**src/rtl/core/fpr_pkg.sv**
```systemverilog
// ----------------------------------------------------------------------------
// fpr_pkg
// Shared constants and types for the FIFO page replacement block.
// ----------------------------------------------------------------------------
`default_nettype none

package fpr_pkg;

  localparam int MAX_FRAMES = 8;
  localparam int PAGE_BITS  = 16;
  localparam int SLOT_W     = (MAX_FRAMES > 1) ? $clog2(MAX_FRAMES) : 1;
  localparam int NUM_W      = $clog2(MAX_FRAMES + 1);
  localparam int CFG_W      = 4;
  localparam int TOTAL_W    = 32;
  localparam logic [CFG_W-1:0] FRAME_COUNT_RESET = CFG_W'(3);

  typedef struct packed {
    logic load;
  } fpr_cmd_t;

endpackage

`default_nettype wire

```
**src/rtl/core/fpr_ifs.sv**
```systemverilog
// ----------------------------------------------------------------------------
// fpr channel interfaces
// Reference, result and configuration channels with valid/ready handshake.
// ----------------------------------------------------------------------------
`default_nettype none

interface fpr_in_if;
  logic                           valid;
  logic                           ready;
  logic [fpr_pkg::PAGE_BITS-1:0]  page;
  modport source (output valid, output page, input ready);
  modport sink   (input valid, input page, output ready);
endinterface

interface fpr_out_if;
  logic                           valid;
  logic                           ready;
  logic                           hit;
  logic [fpr_pkg::SLOT_W-1:0]     frame_slot;
  logic                           evicted_valid;
  logic [fpr_pkg::PAGE_BITS-1:0]  evicted_page;
  logic [fpr_pkg::TOTAL_W-1:0]    fault_total;
  logic [fpr_pkg::TOTAL_W-1:0]    access_total;
  modport source (output valid, output hit, output frame_slot, output evicted_valid,
                  output evicted_page, output fault_total, output access_total,
                  input ready);
  modport sink   (input valid, input hit, input frame_slot, input evicted_valid,
                  input evicted_page, input fault_total, input access_total,
                  output ready);
endinterface

interface fpr_cfg_if;
  logic                           valid;
  logic                           ready;
  logic [fpr_pkg::CFG_W-1:0]      frame_count;
  modport source (output valid, output frame_count, input ready);
  modport sink   (input valid, input frame_count, output ready);
endinterface

`default_nettype wire

```
**src/rtl/core/fpr_ctrl.sv**
```systemverilog
// ----------------------------------------------------------------------------
// fpr_ctrl
// Handshake controller: accepts a reference when the result register is free
// or being drained, and issues the load command to the datapath.
// ----------------------------------------------------------------------------
`default_nettype none

module fpr_ctrl (
  input  wire logic          clk,
  input  wire logic          rst_n,
  input  wire logic          in_valid,
  output logic               in_ready,
  output logic               out_valid,
  input  wire logic          out_ready,
  output fpr_pkg::fpr_cmd_t  cmd
);

  typedef enum logic {S_EMPTY, S_FULL} state_t;

  state_t state_r;
  state_t state_nxt;

  assign in_ready  = rst_n && ((state_r == S_EMPTY) || out_ready);
  assign cmd.load  = in_valid && in_ready;
  assign out_valid = (state_r == S_FULL);

  always_comb begin
    state_nxt = state_r;
    case (state_r)
      S_EMPTY: begin
        if (cmd.load) state_nxt = S_FULL;
      end
      S_FULL: begin
        if (cmd.load)      state_nxt = S_FULL;
        else if (out_ready) state_nxt = S_EMPTY;
      end
      default: state_nxt = S_EMPTY;
    endcase
  end

  always_ff @(posedge clk) begin
    if (!rst_n) begin
      state_r <= S_EMPTY;
    end else begin
      state_r <= state_nxt;
    end
  end

endmodule

`default_nettype wire

```
**src/rtl/core/fpr_dp.sv**
```systemverilog
// ----------------------------------------------------------------------------
// fpr_dp
// Frame table, parallel page compare, FIFO victim pointer, saturating totals
// and the result register.
// ----------------------------------------------------------------------------
`default_nettype none

module fpr_dp (
  input  wire logic                           clk,
  input  wire logic                           rst_n,
  input  wire fpr_pkg::fpr_cmd_t              cmd,
  input  wire logic [fpr_pkg::PAGE_BITS-1:0]  in_page,
  input  wire logic                           cfg_we,
  input  wire logic [fpr_pkg::CFG_W-1:0]      cfg_frame_count,
  output logic                                res_hit,
  output logic [fpr_pkg::SLOT_W-1:0]          res_frame_slot,
  output logic                                res_evicted_valid,
  output logic [fpr_pkg::PAGE_BITS-1:0]       res_evicted_page,
  output logic [fpr_pkg::TOTAL_W-1:0]         res_fault_total,
  output logic [fpr_pkg::TOTAL_W-1:0]         res_access_total
);

  localparam int MF = fpr_pkg::MAX_FRAMES;
  localparam int SW = fpr_pkg::SLOT_W;
  localparam int NW = fpr_pkg::NUM_W;
  localparam int PW = fpr_pkg::PAGE_BITS;
  localparam int TW = fpr_pkg::TOTAL_W;

  logic [PW-1:0]              frame_page_r [MF];
  logic [MF-1:0]              frame_valid_r;
  logic [SW-1:0]              victim_r;
  logic [TW-1:0]              fault_r;
  logic [TW-1:0]              access_r;
  logic [fpr_pkg::CFG_W-1:0]  frame_count_r;

  logic                       hit_r;
  logic [SW-1:0]              slot_r;
  logic                       ev_valid_r;
  logic [PW-1:0]              ev_page_r;

  logic [NW-1:0]              num_c;
  logic                       found_c;
  logic [SW-1:0]              match_c;
  logic [SW-1:0]              fill_c;
  logic [SW-1:0]              victim_nxt;
  logic [TW-1:0]              fault_nxt;
  logic [TW-1:0]              access_nxt;

  always_comb begin
    if (frame_count_r == '0) begin
      num_c = NW'(1);
    end else if (32'(frame_count_r) > 32'(MF)) begin
      num_c = NW'(MF);
    end else begin
      num_c = NW'(frame_count_r);
    end
  end

  // lowest matching frame wins
  always_comb begin
    found_c = 1'b0;
    match_c = '0;
    for (int i = MF - 1; i >= 0; i--) begin
      if (frame_valid_r[i] && (frame_page_r[i] == in_page) && (32'(i) < 32'(num_c))) begin
        found_c = 1'b1;
        match_c = SW'(i);
      end
    end
  end

  always_comb begin
    fill_c     = (32'(victim_r) < 32'(num_c)) ? victim_r : '0;
    victim_nxt = (32'(fill_c) + 32'd1 >= 32'(num_c)) ? '0 : SW'(32'(fill_c) + 32'd1);
    access_nxt = (access_r == '1) ? access_r : access_r + TW'(1);
    fault_nxt  = (fault_r == '1) ? fault_r : fault_r + TW'(1);
  end

  always_ff @(posedge clk) begin
    if (!rst_n) begin
      frame_valid_r <= '0;
      victim_r      <= '0;
      fault_r       <= '0;
      access_r      <= '0;
      frame_count_r <= fpr_pkg::FRAME_COUNT_RESET;
    end else begin
      if (cfg_we) frame_count_r <= cfg_frame_count;
      if (cmd.load) begin
        access_r <= access_nxt;
        if (!found_c) begin
          frame_valid_r[fill_c] <= 1'b1;
          victim_r              <= victim_nxt;
          fault_r               <= fault_nxt;
        end
      end
    end
  end

  always_ff @(posedge clk) begin
    if (cmd.load) begin
      hit_r <= found_c;
      if (found_c) begin
        slot_r     <= match_c;
        ev_valid_r <= 1'b0;
        ev_page_r  <= '0;
      end else begin
        frame_page_r[fill_c] <= in_page;
        slot_r               <= fill_c;
        ev_valid_r           <= frame_valid_r[fill_c];
        ev_page_r            <= frame_valid_r[fill_c] ? frame_page_r[fill_c] : '0;
      end
    end
  end

  assign res_hit           = hit_r;
  assign res_frame_slot    = slot_r;
  assign res_evicted_valid = ev_valid_r;
  assign res_evicted_page  = ev_page_r;
  assign res_fault_total   = fault_r;
  assign res_access_total  = access_r;

`ifndef NO_ASSERTIONS
  a_slot_resident: assert property (@(posedge clk) disable iff (!rst_n)
    cmd.load |=> frame_valid_r[slot_r])
    else $error("reported frame is not resident");

  a_hit_keeps_victim: assert property (@(posedge clk) disable iff (!rst_n)
    (cmd.load && found_c) |=> ($stable(victim_r) && $stable(fault_r)))
    else $error("hit changed victim pointer or fault total");

  a_idle_totals: assert property (@(posedge clk) disable iff (!rst_n)
    !cmd.load |=> ($stable(fault_r) && $stable(access_r)))
    else $error("totals moved without a transfer");
`endif

endmodule

`default_nettype wire

```
**src/rtl/core/fifo_page_replacement.sv**
```systemverilog
// ----------------------------------------------------------------------------
// fifo_page_replacement
// FIFO page replacement unit: one page reference in, one result out.
// ----------------------------------------------------------------------------
// Channels: in_ch carries one page reference per transfer; out_ch returns one
// result per reference (hit, frame slot, evicted page, fault and access
// totals); cfg_ch writes the frame count, always ready outside reset.
// Each reference is compared against the resident frames below the frame
// count in parallel and the result is registered: out_ch.valid rises in the
// cycle after the input transfer, and one reference per cycle is sustained
// while the result register drains each cycle. The single result register
// is the only buffer; a new reference is taken in the same cycle the pending
// result transfers out.
// Reset clears the frame valid bits, victim pointer and both totals, and
// sets the frame count to 3. While out_ch is stalled the result holds and
// in_ch.ready stays low.
// ----------------------------------------------------------------------------
`default_nettype none

module fifo_page_replacement (
  input  wire logic  clk,
  input  wire logic  rst_n,
  fpr_in_if.sink     in_ch,
  fpr_out_if.source  out_ch,
  fpr_cfg_if.sink    cfg_ch
);

  fpr_pkg::fpr_cmd_t cmd;

  assign cfg_ch.ready = rst_n;

  fpr_ctrl u_ctrl (
    .clk       (clk),
    .rst_n     (rst_n),
    .in_valid  (in_ch.valid),
    .in_ready  (in_ch.ready),
    .out_valid (out_ch.valid),
    .out_ready (out_ch.ready),
    .cmd       (cmd)
  );

  fpr_dp u_dp (
    .clk               (clk),
    .rst_n             (rst_n),
    .cmd               (cmd),
    .in_page           (in_ch.page),
    .cfg_we            (cfg_ch.valid && cfg_ch.ready),
    .cfg_frame_count   (cfg_ch.frame_count),
    .res_hit           (out_ch.hit),
    .res_frame_slot    (out_ch.frame_slot),
    .res_evicted_valid (out_ch.evicted_valid),
    .res_evicted_page  (out_ch.evicted_page),
    .res_fault_total   (out_ch.fault_total),
    .res_access_total  (out_ch.access_total)
  );

endmodule

`default_nettype wire

```
**src/flat_wrapper.sv**
```systemverilog
// flat-port wrapper written by rule: the top's interface ports become plain ports
module fifo_page_replacement_flat 
  (clk, rst_n, in_ch_valid, in_ch_page, in_ch_ready, out_ch_valid, out_ch_hit, out_ch_frame_slot, out_ch_evicted_valid, out_ch_evicted_page, out_ch_fault_total, out_ch_access_total, out_ch_ready, cfg_ch_valid, cfg_ch_frame_count, cfg_ch_ready);
  fpr_in_if in_ch_i ();
  fpr_out_if out_ch_i ();
  fpr_cfg_if cfg_ch_i ();
  input  wire logic clk;
  input  wire logic rst_n;
  input wire logic [$bits(in_ch_i.valid)-1:0] in_ch_valid;
  input wire logic [$bits(in_ch_i.page)-1:0] in_ch_page;
  output wire logic [$bits(in_ch_i.ready)-1:0] in_ch_ready;
  output wire logic [$bits(out_ch_i.valid)-1:0] out_ch_valid;
  output wire logic [$bits(out_ch_i.hit)-1:0] out_ch_hit;
  output wire logic [$bits(out_ch_i.frame_slot)-1:0] out_ch_frame_slot;
  output wire logic [$bits(out_ch_i.evicted_valid)-1:0] out_ch_evicted_valid;
  output wire logic [$bits(out_ch_i.evicted_page)-1:0] out_ch_evicted_page;
  output wire logic [$bits(out_ch_i.fault_total)-1:0] out_ch_fault_total;
  output wire logic [$bits(out_ch_i.access_total)-1:0] out_ch_access_total;
  input wire logic [$bits(out_ch_i.ready)-1:0] out_ch_ready;
  input wire logic [$bits(cfg_ch_i.valid)-1:0] cfg_ch_valid;
  input wire logic [$bits(cfg_ch_i.frame_count)-1:0] cfg_ch_frame_count;
  output wire logic [$bits(cfg_ch_i.ready)-1:0] cfg_ch_ready;
  assign in_ch_i.valid = in_ch_valid;
  assign in_ch_i.page = in_ch_page;
  assign in_ch_ready = in_ch_i.ready;
  assign out_ch_valid = out_ch_i.valid;
  assign out_ch_hit = out_ch_i.hit;
  assign out_ch_frame_slot = out_ch_i.frame_slot;
  assign out_ch_evicted_valid = out_ch_i.evicted_valid;
  assign out_ch_evicted_page = out_ch_i.evicted_page;
  assign out_ch_fault_total = out_ch_i.fault_total;
  assign out_ch_access_total = out_ch_i.access_total;
  assign out_ch_i.ready = out_ch_ready;
  assign cfg_ch_i.valid = cfg_ch_valid;
  assign cfg_ch_i.frame_count = cfg_ch_frame_count;
  assign cfg_ch_ready = cfg_ch_i.ready;
  fifo_page_replacement u_core (.clk(clk), .rst_n(rst_n), .in_ch(in_ch_i), .out_ch(out_ch_i), .cfg_ch(cfg_ch_i));
endmodule
```
**config.mk**
```make
export PLATFORM = sky130hd
export DESIGN_NAME = fifo_page_replacement_flat
export DESIGN_NICKNAME = d
export VERILOG_FILES = /design/src/rtl/core/fpr_pkg.sv /design/src/rtl/core/fpr_ifs.sv /design/src/rtl/core/fpr_ctrl.sv /design/src/rtl/core/fpr_dp.sv /design/src/rtl/core/fifo_page_replacement.sv /design/src/flat_wrapper.sv
export SDC_FILE = /design/constraint.sdc
export NUM_CORES = 1
export LEC_CHECK = 0
export BUFFER_PORTS_ARGS = -buffer_cell sky130_fd_sc_hd__buf_2
export CAP_MARGIN = 20
export CORE_MARGIN = 4
export CORE_UTILIZATION = 60
export CTS_CLUSTER_DIAMETER = 200
export DETAILED_ROUTE_END_ITERATION = 12
export PLACE_DENSITY = 0.81
export SYNTH_ARGS = -nofsm -noshare
export SYNTH_HDL_FRONTEND = slang
export SYNTH_SLANG_ARGS = --single-unit
```
**constraint.sdc**
```tcl
create_clock -name clk -period 9.85 [get_ports clk]
set_input_delay 0.985 -clock clk [delete_from_list [all_inputs] [get_ports clk]]
set_output_delay 0.985 -clock clk [all_outputs]
set_load 0.01 [all_outputs]
```
Word level (Yosys, flattened, before mapping)

Memory sizes are Yosys's and may differ from the RTL's. A register that Yosys moved wholly into a read port is not among the register bits.
Index checks and enable logic that the tools add are counted.

Register bits after elaboration: 85
Logic and storage cells: 100
Bits in latches: 0
Output and inout bits: 88
ROM bits: 0
Memories kept: 1
RAM bits: 128

Memories:

| name                     | words | width | read ports | clocked after Yosys merged registers in | wr ports | RTL line     | text |
|---|---|---|---|---|---|---|---|
| u_core.u_dp.frame_page_r | 8     | 16    | 9          | 1                                       | 1        | fpr_dp.sv:29 | `logic [PW-1:0] frame_page_r [MF];` |

Magnitude comparators: 13
Shifts and indexed selects: 0
Equality and inequality tests: 10
Multiply operators: 0
Muxes and demuxes: 32
Divide/modulo/power cells: 0
Bitwise operators: 6
Add/subtract/negate cells: 3
Reductions and logical operators: 26

Operator list:

| operator                | number |
|---|---|
| $eq A16 B16 Y1          | 8 |
| $add A32 B1 Y32 const B | 2 |
| $eq A32 B32 Y1 const B  | 2 |
| $mux W3                 | 11 |
| $ge A32 B4 Y1           | 1 |
| $logic_and A1 B1 Y1     | 20 |
| $lt A3 B4 Y1 const A    | 4 |
| $mux W1                 | 16 |
| $lt A1 B4 Y1 const A    | 2 |
| $lt A2 B4 Y1 const A    | 2 |
| $mux W4                 | 2 |
| $or A8 B8 Y8            | 1 |
| $not A1 Y1              | 5 |
| $add A3 B1 Y4 const B   | 1 |
| $gt A4 B4 Y1 const B    | 1 |
| $logic_not A4 Y1        | 1 |
| $lt A3 B4 Y1            | 1 |
| $lt A3 B4 Y1 const B    | 1 |
| $reduce_and A2 Y1       | 2 |
| $bmux W1 S3             | 1 |
| $demux W1 S3            | 1 |
| $ge A3 B1 Y1 const B    | 1 |
| $reduce_and A3 Y1       | 1 |
| $pmux W1 S2             | 1 |
| other kinds (2)         | 2 |

Logic depth before layout (Yosys ltp)

Gate-level depths: netlist of the first run.

Word-level depth: 16
Mapped depth: 17

Hierarchy

From an unflattened synthesis of the first run, not the netlist that was laid out.

Cell total of the unflattened synthesis: 1006
Area total of the unflattened synthesis: 11248.3 um^2

By module, submodules not included:

| module                | cells each | seq. area each (um^2) | times used | area each (um^2) |
|---|---|---|---|---|
| fpr_dp                | 998        | 6055.8                | 1          | 11177.0 |
| fpr_ctrl              | 6          | 20.0                  | 1          | 57.6 |
| fifo_page_replacement | 2          | 0.0                   | 1          | 13.8 |

Worst setup path after synthesis of the first run

OpenSTA, ideal clock, no wires.

Kind: input port to flip-flop
Start: in in_ch_page[15]
End: mem u_core.u_dp.frame_page_r[2][0] (netlist bit) (enable)
Data required time: 9.438 ns
Arrival time: 3.681 ns
Cell stages on the path: 10
Setup time: 0.412 ns
Buffers on the path: 3
Slack: 5.758 ns
Cells stage by stage: buf_4 > xor2_1 > nor4_1 > nand3_1 > nor2_1 > nor4_2 > nand3_4 > buf_6 > buf_6 > nor3_1

Longest elaborated chain between the ends: 14
Elaborated cells between the ends (all ways): 35
Those cells by class: eq/ne (8); mux (11); reduce/logical (16)

Ends and longest elaborated chain:

| element                           | RTL line           | text |
|---|---|---|
| start, declared                   | flat_wrapper.sv:10 | `input wire logic [$bits(in_ch_i.page)-1:0] in_ch_page;` |
| $eq A16 B16 Y1                    | fpr_dp.sv:64       | `if (frame_valid_r[i] && (frame_page_r[i] == in_page) && (32'(i) < 32'(num_c))) begin` |
| $logic_and A1 B1 Y1 (2 in a row)  | fpr_dp.sv:64       |  |
| $mux W1 (7 in a row)              | fpr_dp.sv:64       |  |
| $mux W1 (*)                       | fpr_dp.sv:64       |  |
| $mux W1 (*)                       | fpr_dp.sv:101      | `if (found_c) begin` |
| $mux W1 (*)                       | fpr_dp.sv:99       | `if (cmd.load) begin` |
| $mux W1 (not written as such) (*) | fpr_dp.sv:106      | `frame_page_r[fill_c] <= in_page;` |
| end, declared                     | fpr_dp.sv:29       |  |

Every way passes the cells marked *; elsewhere a longest branch is shown, timed or not.

Worst setup path after layout of the first run

Start: reg u_core.u_dp.frame_count_r[2] (netlist bit)
End: reg u_core.u_dp.ev_page_r[0] (netlist: u_core.u_dp.res_evicted_page[0]) (read register of u_core.u_dp.frame_page_r) (data pin)

Longest elaborated chain between the ends: 14
Elaborated cells between the ends (all ways): 34
Those cells by class: order compare (10); mux (13); bitwise (1); reduce/logical (10)

Ends and longest elaborated chain:

| element                           | RTL line     | text |
|---|---|---|
| start, declared                   | fpr_dp.sv:34 | `logic [fpr_pkg::CFG_W-1:0] frame_count_r;` |
| start signal, assigned            | fpr_dp.sv:84 | `frame_count_r <= fpr_pkg::FRAME_COUNT_RESET;` |
| start signal, assigned            | fpr_dp.sv:86 | `if (cfg_we) frame_count_r <= cfg_frame_count;` |
| $gt A4 B4 Y1                      | fpr_dp.sv:52 | `end else if (32'(frame_count_r) > 32'(MF)) begin` |
| $mux W4                           | fpr_dp.sv:52 |  |
| $mux W4 (*)                       | fpr_dp.sv:50 | `if (frame_count_r == '0) begin` |
| $lt A3 B4 Y1                      | fpr_dp.sv:64 |  |
| $logic_and A1 B1 Y1               | fpr_dp.sv:64 |  |
| $mux W1 (8 in a row)              | fpr_dp.sv:64 |  |
| $reduce_or A2 Y1 (no source line) | --           |  |
| end, declared                     | fpr_dp.sv:39 | `logic [PW-1:0] ev_page_r;` |

Every way passes the cells marked *; elsewhere a longest branch is shown, timed or not. The select of a mux whose other input is x is not followed.
A chain may end at the register's enable or synchronous reset.

==> flow_metrics.tcl, run 1 <==
set metrics [dict create \
    status "complete, no violations" \
    final-setup-viol-count 0 \
    data_required_time_of_the_worst_path_ns 10.10 \
    dpl-instance-area_um2 12300 \
    max-cap-violations 0 \
    setup_ws_ns 5.68 \
    final_period_minus_worst_setup_slack_ns 4.17 \
    final_design_area_no_fill_um2 13000 \
    ir_worst_vdd_mv 0.146 \
    root_buffer "sky130_fd_sc_hd__clkbuf_16" \
    post_cts_setup_buffer_count 0 \
    hold_viol 0 \
    power.total_mw 2.19 \
    fin_setup_tns_ns 0 \
    synth-main-ff-cell "sky130_fd_sc_hd__edfxtp_1" \
    numPortBuffers 112 \
    row_count 50 \
    detailedRoute.firstIterationViolations 923 \
    final.hold.worst_slack_ns 0.487 \
    leakage_nw 4.78 \
    cts-buffers-inserted 25 \
    wl_met1_um 14100 \
    layout.core_utilization_pct 69.1 \
    floorplan.die_area_um2 21700 \
    clkLatencyLatePin_ns 0.53 \
    pre_cts_ws_ns 5.33 \
    timing.critical_path.slowest_cell_delay_ns 0.87 \
    pwr_density_cell_nw_per_um2 168 \
    synth-edff-count 149 \
    top_sig_layer "met4" \
    synth_sequential_area_ratio_pct 52.1 \
    grt_use_total_pct 31.3 \
    holdCritPathClass "flip-flop to flip-flop" \
    slew_headroom_pct 24.6 \
    die_height_um 147 \
    crit_arrival_ns 4.42 \
    timing.critical_path.from_type "flip-flop" \
    grt_start_max_net_pins 69 \
    worst-setup-path-type "flip-flop to flip-flop" \
    synth_top_cell_area_share_pct 38.4 \
    holdBufCountCts 0 \
    average_routed_wire_per_standard_cell_um 22.7 \
    cts_tree "built" \
    grt_setup_unrepaired "no" \
    tritoncts_num_sinks 229 \
    cts_max_level 1 \
    syn_to_final_growth_pct 12.0 \
    antenna-diode-count 0 \
    layout.cells.non_filler 1511 \
    fp.dieW_um 147 \
    cts_resized 0 \
    routed_wirelength_um 34200 \
    postRouteAntennaNets 0 \
    cts.clk_slew.worst_paths_ns 0.06 \
    pre_repair_dr_iteration_count 5 \
    gpl.final_weighted_congestion 1.05 \
    tightest_slew_ns 1.13 \
    post_route_cells_drive_above_1_share_pct 15.3 \
    detailroute.wirelength.met3_um 3940 \
    finalClockSkew_ns 0.0101 \
    worst-r2r-cell-count 10 \
    synthesized_area_divided_by_synthesized_cell_count_um2 10.2 \
    min_path_cells 1 \
    synth.most_common_cell "sky130_fd_sc_hd__nand2_1" \
    synthDominantAreaCellType "sky130_fd_sc_hd__edfxtp_1" \
    gr-total-overflow 0 \
    critical_path.max_fanout 17 \
    ys_types 65 \
    post_synth_most_frequent_cells "188 x sky130_fd_sc_hd__nand2_1, 149 x sky130_fd_sc_hd__edfxtp_1, 100 x sky130_fd_sc_hd__xor2_1, 86 x sky130_fd_sc_hd__a21oi_1, 80 x sky130_fd_sc_hd__dfxtp_1" \
    first_global_vias 8708 \
    syn_inst 1142 \
    routed-wl-met2_um 15100 \
    place_inst 1466 \
    synthesis.nets 1176 \
    start_util_pct 61.7 \
    route.vias.total 9325 \
    synth.top_cells.by_area "sky130_fd_sc_hd__edfxtp_1 38%, sky130_fd_sc_hd__dfxtp_1 14%, sky130_fd_sc_hd__xor2_1 7.5%" \
    final_nets 1267 \
    postSynth.asyncResetShare_pct 0 \
    post_synth_instance_area_um2 11700 \
    synth-warning-count 0 \
    core_region_area_um2 18900 \
    dpl.hpwl_um 23900 \
    cell_by_cell_listing_of_the_critical_path "nor2b_1 -> inv_1 -> ha_1 -> nor2_1 -> a211oi_1 -> nor2b_1 -> nand2b_1 -> a21oi_1 -> nor4_1 -> nor2_1" \
    layout_worst_path_cycle_share_pct 42.4 \
    initial_antenna_violation_count 0 \
    detail_route.drc_violations 0 \
    pin_count 113 \
    first_pass_grt_wire_length_um 52400 \
    report.final.slew_viol_count 0 \
    ctsLongestPathBuffers 3 \
    route.detailed.vias_per_inst 6.17 \
    slowest_stage "sky130_fd_sc_hd__nand2b_1" \
    ys_ff_latch 229 \
    cp-end-kind "flip-flop" \
    clock.fmax_mhz 240 \
]
==> layer usage <==
layer	GRT usage [%]	up-vias
met3	6.14	77
met1	46.5	4423
met5	0	-
met4	8.95	0
met2	47.0	524
li1	-	4301
==> path summary, 6_finish.rpt <==
path,slack [ns],start,to
setup / recovery,5.68,u_core.u_dp.frame_count_r[2]$_SDFFE_PN0P_,u_core.u_dp.res_evicted_page[0]$_SDFFCE_PP0P_
hold / removal,0.49,u_core.u_dp.frame_valid_r[7]$_SDFFE_PN0N_,u_core.u_dp.frame_valid_r[7]$_SDFFE_PN0N_
hold reg to reg,0.49,u_core.u_dp.frame_valid_r[7]$_SDFFE_PN0N_,u_core.u_dp.frame_valid_r[7]$_SDFFE_PN0N_
setup reg to reg,5.68,u_core.u_dp.frame_count_r[2]$_SDFFE_PN0P_,u_core.u_dp.res_evicted_page[0]$_SDFFCE_PP0P_
==> worst max-delay path, delay by kind of cell, from the launching register on <==
family	cells	cell delay (ns)
AO/OA/AOI/OAI	2	0.69
AND/OR/NAND/NOR	6	2.31
adder cells (fa/ha/maj)	1	0.30
buffers and inverters	1	0.10
flip-flops	1	0.50
==> registers in the layout, summed over array words and instances (netlist names) <==
| register | flops |
|---|---|
| u_core.u_dp.res_hit | 1 |
| u_core.u_dp.frame_page_r | 128 |
| u_core.u_dp.res_fault_total | 32 |
| u_core.u_dp.frame_valid_r | 8 |
| u_core.u_dp.res_access_total | 32 |
| u_core.u_dp.res_frame_slot | 3 |
| u_core.u_ctrl.out_valid | 1 |
| u_core.u_dp.res_evicted_valid | 1 |
| u_core.u_dp.frame_count_r | 4 |
| u_core.u_dp.res_evicted_page | 16 |
| u_core.u_dp.victim_r | 3 |
==> final cells by class <==
type	count	area, µm²
clock buffer	28	647
clock inverter	17	88.8
fill	1494	5840
inverter	16	60.1
multi-input combinational	836	5190
sequential	229	6080
tap	260	325
timing repair buffer	125	658
==> layout by cell type (no fill, tap or decap), types with 25 or more instances in the layout <==
cell type,instances
sky130_fd_sc_hd__nor2_1,73
sky130_fd_sc_hd__xnor2_1,52
sky130_fd_sc_hd__dfxtp_1,80
sky130_fd_sc_hd__xor2_1,100
sky130_fd_sc_hd__a21oi_1,86
sky130_fd_sc_hd__clkbuf_16,25
sky130_fd_sc_hd__nand2_1,188
sky130_fd_sc_hd__buf_2,112
sky130_fd_sc_hd__nor4_1,52
sky130_fd_sc_hd__nand3_1,44
sky130_fd_sc_hd__nand4_1,30
sky130_fd_sc_hd__edfxtp_1,149
==> cell families after synthesis <==
kind of cell             after synthesis  synth area share, %
AO/OA/AOI/OAI                        149                 7.65
XOR/XNOR                             156                 12.0
adder cells (fa/ha/maj)                9                0.966
buffers and inverters                 77                 3.64
flip-flops                           229                 52.1
multiplexers                          19                 1.85
AND/OR/NAND/NOR                      503                 21.8
==> power breakdown <==
part / switching, mW / internal [mW]
clock: 0.376 / 0.470
combinational: 0.196 / 0.0822
sequential: 0.0184 / 1.05
total: 0.591 / 1.60
Note: power is estimated with default switching activity, not from simulation.
==> run 2: changes to the inputs <==
CORE_UTILIZATION = 54   (was 60)
PLACE_DENSITY = 0.77   (was 0.81)
clock period = 3.8 ns   (was 9.85 ns; I/O delays follow)
==> flow_metrics.tcl, run 2 (synthesis results as in run 1) <==
set metrics [dict create \
    status "complete, no violations" \
    cp-end-kind "flip-flop" \
    pwr_density_cell_nw_per_um2 438 \
    dpl.hpwl_um 24900 \
    holdBufCountCts 0 \
    detailroute.wirelength.met3_um 4650 \
    report.final.slew_viol_count 0 \
    final_common_cell "sky130_fd_sc_hd__nand2_1" \
    start_util_pct 55.1 \
    gpl.final_weighted_congestion 1.06 \
    worst-r2r-cell-count 11 \
    data_required_time_of_the_worst_path_ns 4.04 \
    clock.fmax_mhz 288 \
    ctsLongestPathBuffers 3 \
    initial_antenna_violation_count 1 \
    grt_start_max_net_pins 52 \
    average_routed_wire_per_standard_cell_um 22.0 \
    rr_endpoint "u_core.u_dp.res_evicted_page[2]$_SDFFCE_PP0P_" \
    first_pass_grt_wire_length_um 52700 \
    crit_arrival_ns 3.72 \
    area_taken_by_multi_input_logic_gates_um2 5190 \
    final_nets 1314 \
    worst_reg2reg_startpoint "u_core.u_dp.frame_count_r[2]$_SDFFE_PN0P_" \
    ir_worst_vdd_mv 0.377 \
    fillCellCount 1700 \
    first_global_vias 9148 \
    power.total_mw 5.93 \
    final_period_minus_worst_setup_slack_ns 3.48 \
    fin_setup_tns_ns 0 \
    clkLatencyLatePin_ns 0.53 \
    pin_count 113 \
    gr-total-overflow 0 \
    cts.clk_slew.worst_paths_ns 0.06 \
    timing.critical_path.from_type "flip-flop" \
    die_height_um 155 \
    cts-buffers-inserted 25 \
    slew_headroom_pct 42.2 \
    finalClockSkew_ns 0.0180 \
    place_inst 1528 \
    grt_use_total_pct 28.0 \
    dpl-instance-area_um2 12700 \
    pre_repair_dr_iteration_count 6 \
    numPortBuffers 112 \
    tritoncts_num_sinks 229 \
    area.sequential_um2 6080 \
    layout_common_cells "188 x sky130_fd_sc_hd__nand2_1, 149 x sky130_fd_sc_hd__edfxtp_1, 112 x sky130_fd_sc_hd__buf_2" \
    floorplan.die_area_um2 24000 \
    route.detailed.vias_per_inst 6.24 \
    route.vias.total 9814 \
    hold_ep "u_core.u_dp.frame_count_r[1]$_SDFFE_PN1P_" \
    detail_route.drc_violations 0 \
    max-cap-violations 0 \
    postRouteAntennaNets 0 \
    row_count 53 \
    holdCritPathClass "primary input to flip-flop" \
    layout.core_utilization_pct 64.0 \
    post_route_cells_drive_above_1_share_pct 18.3 \
    timing.reg2reg.setup_slack_ns 0.32 \
    layout.cells.non_filler 1574 \
    min_path_cells 3 \
    tightest_slew_ns 0.859 \
    grt_setup_unrepaired "no" \
    top_sig_layer "met4" \
    cts_resized 0 \
    largest-register "u_core.u_dp.frame_page_r" \
    layout_worst_path_cycle_share_pct 91.5 \
    worst-setup-path-type "flip-flop to flip-flop" \
    post_cts_setup_buffer_count 0 \
    final-setup-viol-count 0 \
    leakage_nw 5.06 \
    final_design_area_no_fill_um2 13500 \
    largest_reg_flops 128 \
    syn_to_final_growth_pct 16.1 \
    wl_met1_um 13400 \
    routed-wl-met2_um 15100 \
    cts_max_level 1 \
    timing.hold.worst.start "cfg_ch_frame_count[1]" \
    hold_viol 0 \
    critical_path.max_fanout 17 \
    routed_wirelength_um 34600 \
    cts_tree "built" \
    core_region_area_um2 21200 \
    detailedRoute.firstIterationViolations 1359 \
    root_buffer "sky130_fd_sc_hd__clkbuf_16" \
    fp.dieW_um 155 \
]
run 2: cell types whose count changed in the layout (fill, tap and decap cells not counted), moves of 2 or more:
| cell | change |
|---|---|
| sky130_fd_sc_hd__buf_12 | +2 |
| sky130_fd_sc_hd__buf_4 | +40 |
| sky130_fd_sc_hd__buf_6 | +3 |
| sky130_fd_sc_hd__buf_8 | +2 |
| sky130_fd_sc_hd__clkbuf_1 | +3 |
| sky130_fd_sc_hd__clkbuf_8 | +4 |
| sky130_fd_sc_hd__clkinv_2 | -5 |
| sky130_fd_sc_hd__clkinvlp_2 | -3 |
| sky130_fd_sc_hd__clkinvlp_4 | -2 |
run 2: where the power goes:
| part | total (mW) | switching (mW) | internal, mW | leakage (nW) |
|---|---|---|---|---|
| logic | 0.818 | 0.551 | 0.267 | 2.66 |
| clock network | 2.35 | 0.969 | 1.39 | 0.392 |
| registers | 2.76 | 0.0431 | 2.72 | 2.00 |
run 2: per-stage QoR:
step | hold slack (ns) | worst slack, ns
CTS | 0.0597 | 0.471
detailed placement | 0.484 | 0.451
finish | 0.0745 | 0.324
floorplan | 0.438 | 0.135
global route | 0.0937 | 0.129
global placement | 0.465 | 0.268
run 2: critical path: stages, from the launching register on:
cell and delay (ns):
sky130_fd_sc_hd__dfxtp_1 0.48, sky130_fd_sc_hd__nor2b_1 0.29, sky130_fd_sc_hd__inv_1 0.11, sky130_fd_sc_hd__ha_1 0.30
sky130_fd_sc_hd__nor2_1 0.06, sky130_fd_sc_hd__a211oi_1 0.33, sky130_fd_sc_hd__nand2b_1 0.25, sky130_fd_sc_hd__or2_2 0.20
sky130_fd_sc_hd__buf_4 0.26, sky130_fd_sc_hd__a21oi_1 0.11, sky130_fd_sc_hd__nor4_1 0.67, sky130_fd_sc_hd__nor2_1 0.11
run 2: cell type report:
| cell class | instances | area share [%] |
|---|---|---|
| diodes | 1 | 0.0185 |
| clock inverters | 8 | 0.509 |
| flip-flops and latches | 229 | 44.9 |
| inverters | 16 | 0.444 |
| well taps | 275 | 2.54 |
| multi-input cells | 836 | 38.4 |
| clock buffers | 37 | 5.36 |
| repair buffers | 172 | 7.85 |
run 2: worst max path at each step:
stage,cells past startpoint,from,to
after floorplan,11,u_core.u_dp.frame_count_r[3]$_SDFFE_PN0P_,u_core.u_dp.frame_page_r[4][0]$_DFFE_PP_
after global placement,8,u_core.u_dp.frame_count_r[2]$_SDFFE_PN0P_,u_core.u_dp.frame_page_r[3][8]$_DFFE_PP_
after detailed placement,10,in_ch_page[5],u_core.u_dp.res_fault_total[14]$_SDFFE_PN0P_
after CTS,9,u_core.u_dp.frame_count_r[2]$_SDFFE_PN0P_,u_core.u_dp.frame_page_r[3][7]$_DFFE_PP_
after global routing,9,u_core.u_dp.frame_count_r[2]$_SDFFE_PN0P_,u_core.u_dp.frame_page_r[3][7]$_DFFE_PP_
final,11,u_core.u_dp.frame_count_r[2]$_SDFFE_PN0P_,u_core.u_dp.res_evicted_page[2]$_SDFFCE_PP0P_
run 2: layer usage:
| layer | track usage [%] | vias up |
|---|---|---|
| li1 | - | 4405 |
| met1 | 38.4 | 4682 |
| met2 | 41.8 | 608 |
| met3 | 9.71 | 119 |
| met4 | 9.71 | 0 |
| met5 | 0 | - |
